--- src/rtl/psf_pkg.sv ---
// Package of the prime sieve filter chain unit: sizes, item types and the
// control types between the top level and the remainder unit. No dependencies.
`default_nettype none

package psf_pkg;

   localparam int CELLS       = 16;
   localparam int VALUE_WIDTH = 16;
   localparam int CNT_W       = $clog2(CELLS + 1);
   localparam int IDX_W       = (CELLS > 1) ? $clog2(CELLS) : 1;
   localparam int STEP_W      = $clog2(VALUE_WIDTH);

   typedef struct packed {
      logic [15:0] candidate;
      logic        run_end;
   } req_type;

   typedef struct packed {
      logic [15:0] prime_value;
      logic [3:0]  cell_index;
      logic        chain_overflow;
   } rsp_type;

   typedef struct packed {
      logic                   start;
      logic [VALUE_WIDTH-1:0] dividend;
      logic [VALUE_WIDTH-1:0] divisor;
   } rem_cmd_type;

   typedef struct packed {
      logic done;
      logic zero;
   } rem_res_type;

endpackage

`default_nettype wire

--- src/rtl/psf_rem.sv ---
// Bit-serial restoring remainder unit: one dividend bit per cycle.
// Depends on psf_pkg for the value width and the command and result types.
`default_nettype none

module psf_rem (
   input  logic                clock,
   input  logic                reset,
   input  psf_pkg::rem_cmd_type cmd,
   output psf_pkg::rem_res_type res
);
   import psf_pkg::*;

   logic                   busy_ff, busy_in;
   logic                   done_ff, done_in;
   logic [STEP_W-1:0]      cnt_ff, cnt_in;
   logic [VALUE_WIDTH-1:0] rem_ff, rem_in;
   logic [VALUE_WIDTH-1:0] dvd_ff, dvd_in;
   logic [VALUE_WIDTH-1:0] dsr_ff, dsr_in;
   logic [VALUE_WIDTH:0]   trial;
   logic [VALUE_WIDTH:0]   diff;
   logic [VALUE_WIDTH-1:0] rem_step;

   assign trial    = {rem_ff, dvd_ff[VALUE_WIDTH-1]};
   assign diff     = trial - {1'b0, dsr_ff};
   assign rem_step = (trial >= {1'b0, dsr_ff}) ? diff[VALUE_WIDTH-1:0]
                                                : trial[VALUE_WIDTH-1:0];

   always_comb begin
      busy_in = busy_ff;
      done_in = 1'b0;
      cnt_in  = cnt_ff;
      rem_in  = rem_ff;
      dvd_in  = dvd_ff;
      dsr_in  = dsr_ff;
      if (cmd.start) begin
         busy_in = 1'b1;
         cnt_in  = '0;
         rem_in  = '0;
         dvd_in  = cmd.dividend;
         dsr_in  = cmd.divisor;
      end else if (busy_ff) begin
         rem_in = rem_step;
         dvd_in = {dvd_ff[VALUE_WIDTH-2:0], 1'b0};
         cnt_in = STEP_W'(cnt_ff + 1'b1);
         if (cnt_ff == STEP_W'(VALUE_WIDTH - 1)) begin
            busy_in = 1'b0;
            done_in = 1'b1;
         end
      end
   end

   always_ff @(posedge clock) begin
      if (reset) begin
         busy_ff <= 1'b0;
         done_ff <= 1'b0;
      end else begin
         busy_ff <= busy_in;
         done_ff <= done_in;
      end
      cnt_ff <= cnt_in;
      rem_ff <= rem_in;
      dvd_ff <= dvd_in;
      dsr_ff <= dsr_in;
   end

   assign res.done = done_ff;
   assign res.zero = (rem_ff == '0);

endmodule

`default_nettype wire

--- src/rtl/prime_sieve_filter_chain_unit.sv ---
// Prime sieve filter chain unit: the top level with the prime memory and sequencer.
// Depends on psf_pkg and on psf_rem for the trial divisions.
//
// The unit takes one candidate at a time and tests it against the stored primes,
// which sit in a synchronous memory with one read and one write port, in the
// order they were found. Each test is a remainder computed by the shared
// bit-serial unit, one bit per cycle; per stored prime the sequencer reads it,
// loads it into that unit and waits for the remainder; a candidate below two
// is dropped as it is accepted. A survivor is written to the next free cell and
// reported; with every cell full it is reported with the overflow flag and not
// stored. A result sits in an output register, so the next item is accepted
// while it waits. run_end empties the chain after its item, and no clearing pass
// is needed after reset.
`default_nettype none

module prime_sieve_filter_chain_unit (
   input  logic             clock,
   input  logic             reset,
   input  logic             req_valid,
   output logic             req_ready,
   input  psf_pkg::req_type req_data,
   output logic             rsp_valid,
   input  logic             rsp_ready,
   output psf_pkg::rsp_type rsp_data
);
   import psf_pkg::*;

   typedef enum logic [4:0] {
      ST_IDLE = 5'b00001,
      ST_READ = 5'b00010,
      ST_LOAD = 5'b00100,
      ST_DIV  = 5'b01000,
      ST_EMIT = 5'b10000
   } state_type;

   state_type              state_ff, state_in;
   logic [VALUE_WIDTH-1:0] cand_ff, cand_in;
   logic                   last_ff, last_in;
   logic [CNT_W-1:0]       idx_ff, idx_in;
   logic [CNT_W-1:0]       filled_ff, filled_in;
   logic                   rsp_valid_ff, rsp_valid_in;
   rsp_type                rsp_data_ff, rsp_data_in;
   logic [VALUE_WIDTH-1:0] rd_data_ff;

   logic [VALUE_WIDTH-1:0] mem_primes [CELLS];
   logic                   mem_we;
   logic [IDX_W-1:0]       rd_addr;
   logic [IDX_W-1:0]       wr_addr;

   logic [31:0]            cand_ext;
   logic [31:0]            out_ext;
   logic [31:0]            filled_ext;
   logic [VALUE_WIDTH-1:0] req_value;
   logic [CNT_W-1:0]       idx_next;
   logic                   out_free;
   logic                   chain_full;

   rem_cmd_type            rem_cmd;
   rem_res_type            rem_res;

   psf_rem u_rem (
      .clock (clock),
      .reset (reset),
      .cmd   (rem_cmd),
      .res   (rem_res)
   );

   assign cand_ext   = 32'(req_data.candidate);
   assign req_value  = cand_ext[VALUE_WIDTH-1:0];
   assign out_ext    = 32'(cand_ff);
   assign filled_ext = 32'(filled_ff);
   assign idx_next   = CNT_W'(idx_ff + 1'b1);
   assign out_free   = !rsp_valid_ff || rsp_ready;
   assign chain_full = (filled_ff == CNT_W'(CELLS));
   assign rd_addr    = idx_ff[IDX_W-1:0];
   assign wr_addr    = filled_ff[IDX_W-1:0];

   always_comb begin
      state_in         = state_ff;
      cand_in          = cand_ff;
      last_in          = last_ff;
      idx_in           = idx_ff;
      filled_in        = filled_ff;
      rsp_valid_in     = rsp_valid_ff && !rsp_ready;
      rsp_data_in      = rsp_data_ff;
      mem_we           = 1'b0;
      rem_cmd.start    = 1'b0;
      rem_cmd.dividend = cand_ff;
      rem_cmd.divisor  = rd_data_ff;
      case (state_ff)
         ST_IDLE: begin
            if (req_valid) begin
               cand_in = req_value;
               last_in = req_data.run_end;
               idx_in  = '0;
               if (req_value < VALUE_WIDTH'(2)) begin
                  if (req_data.run_end) begin
                     filled_in = '0;
                  end
               end else if (filled_ff == '0) begin
                  state_in = ST_EMIT;
               end else begin
                  state_in = ST_READ;
               end
            end
         end
         ST_READ: begin
            state_in = ST_LOAD;
         end
         ST_LOAD: begin
            rem_cmd.start = 1'b1;
            state_in      = ST_DIV;
         end
         ST_DIV: begin
            if (rem_res.done) begin
               if (rem_res.zero) begin
                  if (last_ff) begin
                     filled_in = '0;
                  end
                  state_in = ST_IDLE;
               end else begin
                  idx_in = idx_next;
                  if (idx_next == filled_ff) begin
                     state_in = ST_EMIT;
                  end else begin
                     state_in = ST_READ;
                  end
               end
            end
         end
         ST_EMIT: begin
            if (out_free) begin
               rsp_valid_in            = 1'b1;
               rsp_data_in.prime_value = out_ext[15:0];
               if (chain_full) begin
                  rsp_data_in.cell_index     = '0;
                  rsp_data_in.chain_overflow = 1'b1;
               end else begin
                  mem_we                     = 1'b1;
                  filled_in                  = CNT_W'(filled_ff + 1'b1);
                  rsp_data_in.cell_index     = filled_ext[3:0];
                  rsp_data_in.chain_overflow = 1'b0;
               end
               if (last_ff) begin
                  filled_in = '0;
               end
               state_in = ST_IDLE;
            end
         end
         default: begin
            state_in = ST_IDLE;
         end
      endcase
   end

   always_ff @(posedge clock) begin
      if (reset) begin
         state_ff     <= ST_IDLE;
         filled_ff    <= '0;
         rsp_valid_ff <= 1'b0;
      end else begin
         state_ff     <= state_in;
         filled_ff    <= filled_in;
         rsp_valid_ff <= rsp_valid_in;
      end
      cand_ff     <= cand_in;
      last_ff     <= last_in;
      idx_ff      <= idx_in;
      rsp_data_ff <= rsp_data_in;
   end

   always_ff @(posedge clock) begin
      if (mem_we) begin
         mem_primes[wr_addr] <= cand_ff;
      end
      rd_data_ff <= mem_primes[rd_addr];
   end

   assign req_ready = (state_ff == ST_IDLE);
   assign rsp_valid = rsp_valid_ff;
   assign rsp_data  = rsp_data_ff;

endmodule

`default_nettype wire

--- config.mk ---
export PLATFORM = sky130hd
export DESIGN_NAME = prime_sieve_filter_chain_unit
export DESIGN_NICKNAME = d
export VERILOG_FILES = /design/src/rtl/psf_pkg.sv /design/src/rtl/psf_rem.sv /design/src/rtl/prime_sieve_filter_chain_unit.sv
export SDC_FILE = /design/constraint.sdc
export NUM_CORES = 1
export LEC_CHECK = 0
export BUFFER_PORTS_ARGS = -buffer_cell sky130_fd_sc_hd__buf_2
export CORE_UTILIZATION = 53
export DETAILED_ROUTE_END_ITERATION = 7
export PLACE_DENSITY = 0.67
export SLEW_MARGIN = 40
export SYNTH_ARGS = -nofsm -noshare
export SYNTH_HDL_FRONTEND = slang
export SYNTH_SLANG_ARGS = --single-unit
--- constraint.sdc ---
create_clock -name clock -period 3.66 [get_ports clock]
set_input_delay 0.549 -clock clock [delete_from_list [all_inputs] [get_ports clock]]
set_output_delay 0.549 -clock clock [all_outputs]
set_load 0.03 [all_outputs]
==> results of run 1 <==
-- cell families (layout without fill, tap and decap cells) --
group                      count (synthesis)  count (layout)  synth area share
buffers and inverters                     76             171            0.0206
and+or+nand+nor                          241             241            0.0749
AOI/OAI and AO/OA                        164             164            0.0653
muxes                                    112             112            0.0995
DFF                                      380             380             0.707
xor gates and xnor gates                  24              24            0.0136
adders and majority gates                 23              23            0.0191
-- worst reg2reg max path, cell delays in order (launching register included) --
cell,delay [ns]
edfxtp_1,0.32
inv_1,0.05
ha_1,0.37
and3_1,0.27
and4_1,0.21
o21ai_0,0.07
nand3_1,0.15
o2bb2ai_2,0.47
buf_4,0.32
mux2_2,0.36
a21oi_1,0.13
-- worst max path at each step --
| stage | start | to | slack [ns] |
|---|---|---|---|
| after floorplan | state_ff[2] | mem_primes[3][0] | 0.90 |
| after global placement | u_rem.dsr_ff[10] | u_rem.rem_ff[0] | 0.94 |
| after detailed placement | u_rem.dsr_ff[11] | u_rem.rem_ff[0] | 0.88 |
| after CTS | u_rem.dsr_ff[11] | u_rem.rem_ff[0] | 0.86 |
| after global routing | u_rem.dsr_ff[11] | u_rem.rem_ff[0] | 0.68 |
| final | u_rem.dsr_ff[11] | u_rem.rem_ff[0] | 0.88 |
-- per-layer routing --
layer | track usage | vias up
met5 | 0 | -
met1 | 0.334 | 4397
met2 | 0.350 | 280
met4 | 0.0494 | 0
li1 | - | 4039
met3 | 0.0365 | 44
-- state kept, by name (all words and copies together) (netlist names) --
register       cells
mem_primes       256
idx_ff             5
rsp_valid          1
state_ff           5
u_rem.cnt_ff       4
u_rem.rem_ff      16
u_rem.dvd_ff      16
u_rem.busy_ff      1
rsp_data          21
u_rem.done_ff      1
rd_data_ff        16
cand_ff           16
last_ff            1
u_rem.dsr_ff      16
filled_ff          5
-- power by group through the flow --
stage                     sequential, uW  combinational, uW  clock, uW
after global placement              5180                765          0
after detailed placement            5190                767          0
after floorplan                     5090                549          0
after CTS                           5100                771       3710
after global routing                5080                890       3860
final                               5060                817       3650
-- cell type report --
type | count | area (um2) | share of cell area
clock inverters | 17 | 124 | 0.00711
inverters | 26 | 97.6 | 0.00560
well taps | 384 | 480 | 0.0276
flip-flops and latches | 380 | 10900 | 0.627
clock buffers | 50 | 1040 | 0.0595
repair buffers | 78 | 522 | 0.0300
multi-input cells | 564 | 4240 | 0.243
-- stage by stage --
stage | power, uW | utilization | hold WS [ns] | cell area [um2]
3_3_place_gp | 5950 | 0.564 | 0.388 | 16200
2_1_floorplan | 5640 | - | 0.386 | 15400
5_1_grt | 9830 | 0.607 | 0.195 | 17400
4_1_cts | 9580 | 0.605 | 0.196 | 17400
6_report | 9530 | 0.607 | 0.204 | 17400
3_5_place_dp | 5960 | 0.564 | 0.389 | 16200
-- cells in the final DEF (no fill, tap or decap), types with 3 or more instances in the layout --
cell / synthesis / routed
clkbuf_1: 36 / 9
a211oi_1: 5 / 5
a21o_1: 5 / 5
a22oi_1: 17 / 17
edfxtp_1: 331 / 331
nand2_1: 106 / 106
nand3b_1: 3 / 3
nand4_1: 7 / 7
mux2_2: 13 / 13
clkinv_1: 0 / 4
ha_1: 22 / 22
nand2b_1: 7 / 6
nand3_1: 14 / 14
dfxtp_1: 49 / 49
xnor2_1: 9 / 9
mux2i_1: 67 / 67
inv_6: 0 / 5
o221ai_1: 3 / 3
buf_4: 1 / 28
mux4_2: 32 / 32
buf_2: 9 / 43
and3_1: 3 / 3
nor4_1: 9 / 9
o21ai_0: 51 / 51
nor3_1: 10 / 7
clkinv_2: 0 / 7
nor2_1: 51 / 50
xor2_1: 15 / 15
a221oi_1: 16 / 16
inv_1: 26 / 26
buf_6: 1 / 5
nor2b_1: 6 / 5
a21oi_1: 50 / 50
clkbuf_16: 0 / 39
nor3_2: 1 / 4
==> impl_results.md, run 1 <==
- Worst hold path stage count: 1
- Clk root buf: clkbuf_16
- Setup violations, final: 0
- Buf/Inv on CP: 2
- Placed insts: around 1,400
- Total GRT Usage: 0.224
- Die width: between 150 and 200 um
- Sw Ratio: 0.234
- Pre-CTS worst setup slack: 0.881 ns
- Post-synth EDFFs: 331
- Nets: between 1,000 and 1,500
- Pint: roughly 7300 uW
- Cell area after synthesis: 15,400 um2
- Boundary Pins: 44
- Synth Flop Type: edfxtp_1
- Final Cycle Share: 0.760
- Mapped Cells: 1,020
- Top cell type's share of synthesized area: 0.643
- Final HPWL DP: a little over 20 mm
- DR vias/cell: between 5 and 6
- Grt ovf: 0
- R2r endpoint: u_rem.rem_ff[0]
- Yosys cell types: 67
- Finished Layout Cells: 1,499
- Min-delay src: req_data[1]
- CTS hold repair buffers: 0
- Met2 routed WL: 15.5 mm
- Critical setup path kind: reg -> reg
- Worst Hold Class: in -> reg
- # rows: between 60 and 70
- GP Congestion: approximately 0.88
- Slew @ Worst Pin: a little over 0.8 ns
- CTS tree: built
- Routed len/inst: 22.0 um
- Status: finished, final reports clean
- Layout area overhead: 12.8%
- Port bufs: 43
- Clock power frac: 0.383
- Final Max Tran Viols: 0
- Delay-heaviest family, CP: compound AO/OA/AOI/OAI gates
- Initial antenna violation count: 1
- Post-Route Skew: between 0.01 and 0.015 ns
- RSZ-0062 raised after global routing: no
- Tmin final: around 2.8 ns
- Reg2Reg Depth: 10
- Critical Path AT: between 3 and 4 ns
- # resized after CTS: 0
- H-tree levels: 2
- Largest net degree at the start of global routing: between 70 and 80
- CP Capture Type: register
- Top cells by area, synth: edfxtp_1, dfxtp_1, mux4_2
- Switching power: between 2000 and 2500 uW
- Sequential fraction of the synthesis area: 0.707
- Setup slack, reg-to-reg: between 0.8 and 0.9 ns
- Routed Antenna Nets: 0
- Hold Vio Cnt, Final: 0
- Initial core utilization: 0.538
- Async SR Flop Fraction: 0
- TritonCTS Buffers: 39
- DRT Pass-1 Iters: 5
- Slowest stage delay, CP: roughly 0.47 ns
- Clock-pin slew on the worst setup and hold paths: about 0.06 ns
- Routed vias: slightly below 9,000
- Final Worst Setup Slack: just under 0.9 ns
- Max Root-Sink Buffers: 3
- Lkg Pwr: 0.00612 uW
- Pwr/cell area: around 550 nW/um2
- Crit Path Max Fanout: 11
- Number of max-cap violations: 0
- Post-Syn Area per Cell: 15.1 um2
- Flop pwr share: 0.531
- Dominant cell type by area after synthesis: edfxtp_1
- Filler cells: 2,167
- Worst-Skew Late Latency: approximately 0.53 ns
- Highest metal used: met4
- Core area: roughly 29,000 um2
- Critical-path cell list: inv_1 > ha_1 > and3_1 > and4_1 > o21ai_0 > nand3_1 > o2bb2ai_2 > buf_4 > mux2_2 > a21oi_1
- First-pass GRT wire length: around 50 mm
- Setup Buffers After CTS: 0
- DRC violations left: 0
- Most instantiated library cell after synthesis: edfxtp_1
- Die area: roughly 30,000 um2
- FF-to-FF Start: u_rem.dsr_ff[11]
- Crit path required time: about 4.1 ns
- Met1 wire length: ~15 mm
- Fraction of layout cells with a size suffix above 1: 0.178
- CTS Sinks: 380
- Combinational share of power: 0.086
- Setup TNS: 0 ns
- Drt total wl: 33.0 mm
- Met3 WL: around 1.9 mm
- Vias in the first global route: between 8,000 and 9,000
- Ant. Diodes: 0
- Most frequent cells after synthesis: edfxtp_1, nand2_1, mux2i_1, nor2_1, o21ai_0
- DRT iter0 DRCs: about 880
- Max Fclk: approximately 360 MHz
- Net Count, Synth: between 1,000 and 1,500
- Hold Crit Endpoint: cand_ff[0]
- Crit-path slowest cell: o2bb2ai_2
- Seq cells post-synth: 380
- Worst-case vdd ir drop: between 0.4 and 0.5 mV
- Startpoint types: register
- Slew HR: 0.452
- DIE HEIGHT: around 170 um
- Yosys warns: 0
- Number of cells on the critical path: 10
Note: power is estimated with default switching activity, not from simulation.
==> inputs of run 2 (changes only) <==
Clock period 3.66 ns to 2.8 ns, I/O delays scaled along.
==> run 2 against run 1 <==
  * Via count is 0.24% lower
  * Count of clock-buffer cells in the layout stayed put
  * Non-clock buffer count grew 12
  * Register-to-register slack lost 0.73 ns
  * First-iteration DRC count up 2.1%
  * Largest cell class unchanged
  * Largest power group unchanged
==> impl_results.md, run 2 (synthesized netlist as in run 1, its figures left out) <==
- Port bufs: 43 (unchanged)
- First-pass GRT wire length: 50.9 mm (was 50.2 mm)
- Finished Cell Area: 17,800 um2 (was 17,400 um2)
- DRT iter0 DRCs: 896 (was 878)
- Final Max Tran Viols: 0 (unchanged)
- Crit Path Max Fanout: 3 (was 11)
- RSZ-0062 raised after global routing: yes (was no)
- Hold_ws: 0.0649 ns (was 0.204 ns)
- Vias in the first global route: 8,685 (was 8,442)
- Final HPWL DP: 20.4 mm (was 20.2 mm)
- DIE HEIGHT: 173 um (unchanged)
- CP Capture Type: register (unchanged)
- Final Util: 0.619 (was 0.607)
- Crit path required time: 3.20 ns (was 4.12 ns)
- Critical setup path kind: reg -> reg (unchanged)
- Ant. Diodes: 0 (unchanged)
- Placed cell area: 16,400 um2 (was 16,200 um2)
- Tmin final: 2.65 ns (was 2.78 ns)
- Clk root buf: clkbuf_16 (unchanged)
- Total GRT Usage: 0.227 (was 0.224)
- H-tree levels: 2 (unchanged)
- Slew @ Worst Pin: 0.863 ns (was 0.821 ns)
- Most frequent cells in the layout: edfxtp_1, nand2_1, mux2i_1 (unchanged)
- Number of max-cap violations: 0 (unchanged)
- Lkg Pwr: 0.00626 uW (was 0.00612 uW)
- Max Root-Sink Buffers: 3 (unchanged)
- Worst-Skew Late Latency: 0.53 ns (about the same)
- Final Cycle Share: 0.946 (was 0.760)
- Most common cell after layout, fill and taps aside: edfxtp_1 (unchanged)
- Layout area overhead: 15.0% (was 12.8%)
- Worst-case vdd ir drop: 0.529 mV (was 0.400 mV)
- Core area: 28,700 um2 (unchanged)
- Max FFs per register: 256 (unchanged)
- GP Congestion: 0.846 (was 0.877)
- Max Fclk: 378 MHz (was 360 MHz)
- Routed Antenna Nets: 0 (unchanged)
- TritonCTS Buffers: 40 (was 39)
- Nets: 1,146 (was 1,133)
- Pwr/cell area: 728 nW/um2 (was 547 nW/um2)
- Biggest register: mem_primes (unchanged)
- DRT Pass-1 Iters: 5 (unchanged)
- Critical Path AT: 3.04 ns (was 3.24 ns)
- Routed vias: 8,739 (was 8,760)
- Setup violations, final: 0 (unchanged)
- CTS Sinks: 380 (unchanged)
- Initial core utilization: 0.538 (unchanged)
- Startpoint types: register (unchanged)
- # rows: 62 (unchanged)
- CTS tree: built (unchanged)
- Slew HR: 0.424 (was 0.452)
- DR vias/cell: 5.76 (was 5.84)
- Hold Vio Cnt, Final: 0 (unchanged)
- Grt ovf: 0 (unchanged)
- Die width: 173 um (unchanged)
- Largest net degree at the start of global routing: 42 (was 71)
- Status: finished, final reports clean (unchanged)
- Post-Route Skew: 0.0123 ns (was 0.0135 ns)
- Routed len/inst: 21.6 um (was 22.0 um)
- Drt total wl: 32.8 mm (was 33.0 mm)
- Die area: 29,800 um2 (unchanged)
- Worst Hold Class: in -> reg (unchanged)
- Boundary Pins: 44 (unchanged)
- Initial antenna violation count: 1 (unchanged)
- Fraction of layout cells with a size suffix above 1: 0.190 (was 0.178)
- DRC violations left: 0 (unchanged)
- CTS hold repair buffers: 0 (unchanged)
- Clock-pin slew on the worst setup and hold paths: 0.06 ns (about the same)
## run 2: final timing paths
kind | from | endpoint | slack (ns) | cells past startpoint
max | u_rem.dvd_ff[15] | u_rem.rem_ff[12] | 0.15 | 11
min | req_data[1] | cand_ff[0] | 0.06 | 1
max reg2reg | u_rem.dvd_ff[15] | u_rem.rem_ff[12] | 0.15 | 11
min reg2reg | rd_data_ff[10] | u_rem.dsr_ff[10] | 0.40 | 0
## run 2: critical path, cell delays in order (launching register included)
cell,delay (ns)
edfxtp_1,0.36
inv_1,0.07
ha_1,0.15
inv_1,0.05
fa_1,0.40
a21o_1,0.23
a311o_1,0.42
a2111oi_2,0.37
nor3_1,0.11
xor2_1,0.15
mux2i_1,0.13
a21oi_1,0.07
## run 2: area by class of cell
cell class	count	area, um2
clock buffers	50	1070
clock inverters	22	245
fillers	2158	10900
inverters	26	97.6
multi-input cells	564	4250
flip-flops and latches	380	10900
well taps	384	480
repair buffers	90	696
## run 2: timing repair
item / 4_1_cts / 5_1_grt
endpoints found under the setup margin: 0 / 4
setup buffers: 0 / 0
gates resized for setup: 0 / 4
## run 2: through the flow
step | power (uW) | worst slack (ns) | std cells | setup TNS (ns)
CTS | 13000 | 0.0449 | 1512 | 0
finish | 12900 | 0.152 | 1516 | 0
floorplan | 7380 | 0.0397 | 1020 | 0
detailed placement | 7810 | 0.0540 | 1440 | 0
global placement | 7790 | 0.0876 | 1440 | 0
global route | 13400 | -0.0181 | 1516 | -0.0181
## run 2: where the power goes
group | internal, uW | switching [uW]
Sequential | 6410 | 221
Combinational | 431 | 650
Clock | 3100 | 2110
## run 2: routing by layer
| layer | share of wire | track usage | vias up |
|---|---|---|---|
| li1 | - | - | 4069 |
| met1 | 0.45 | 0.328 | 4344 |
| met2 | 0.47 | 0.361 | 282 |
| met3 | 0.061 | 0.0352 | 44 |
| met4 | 0.020 | 0.0586 | 0 |
| met5 | 0 | 0 | - |
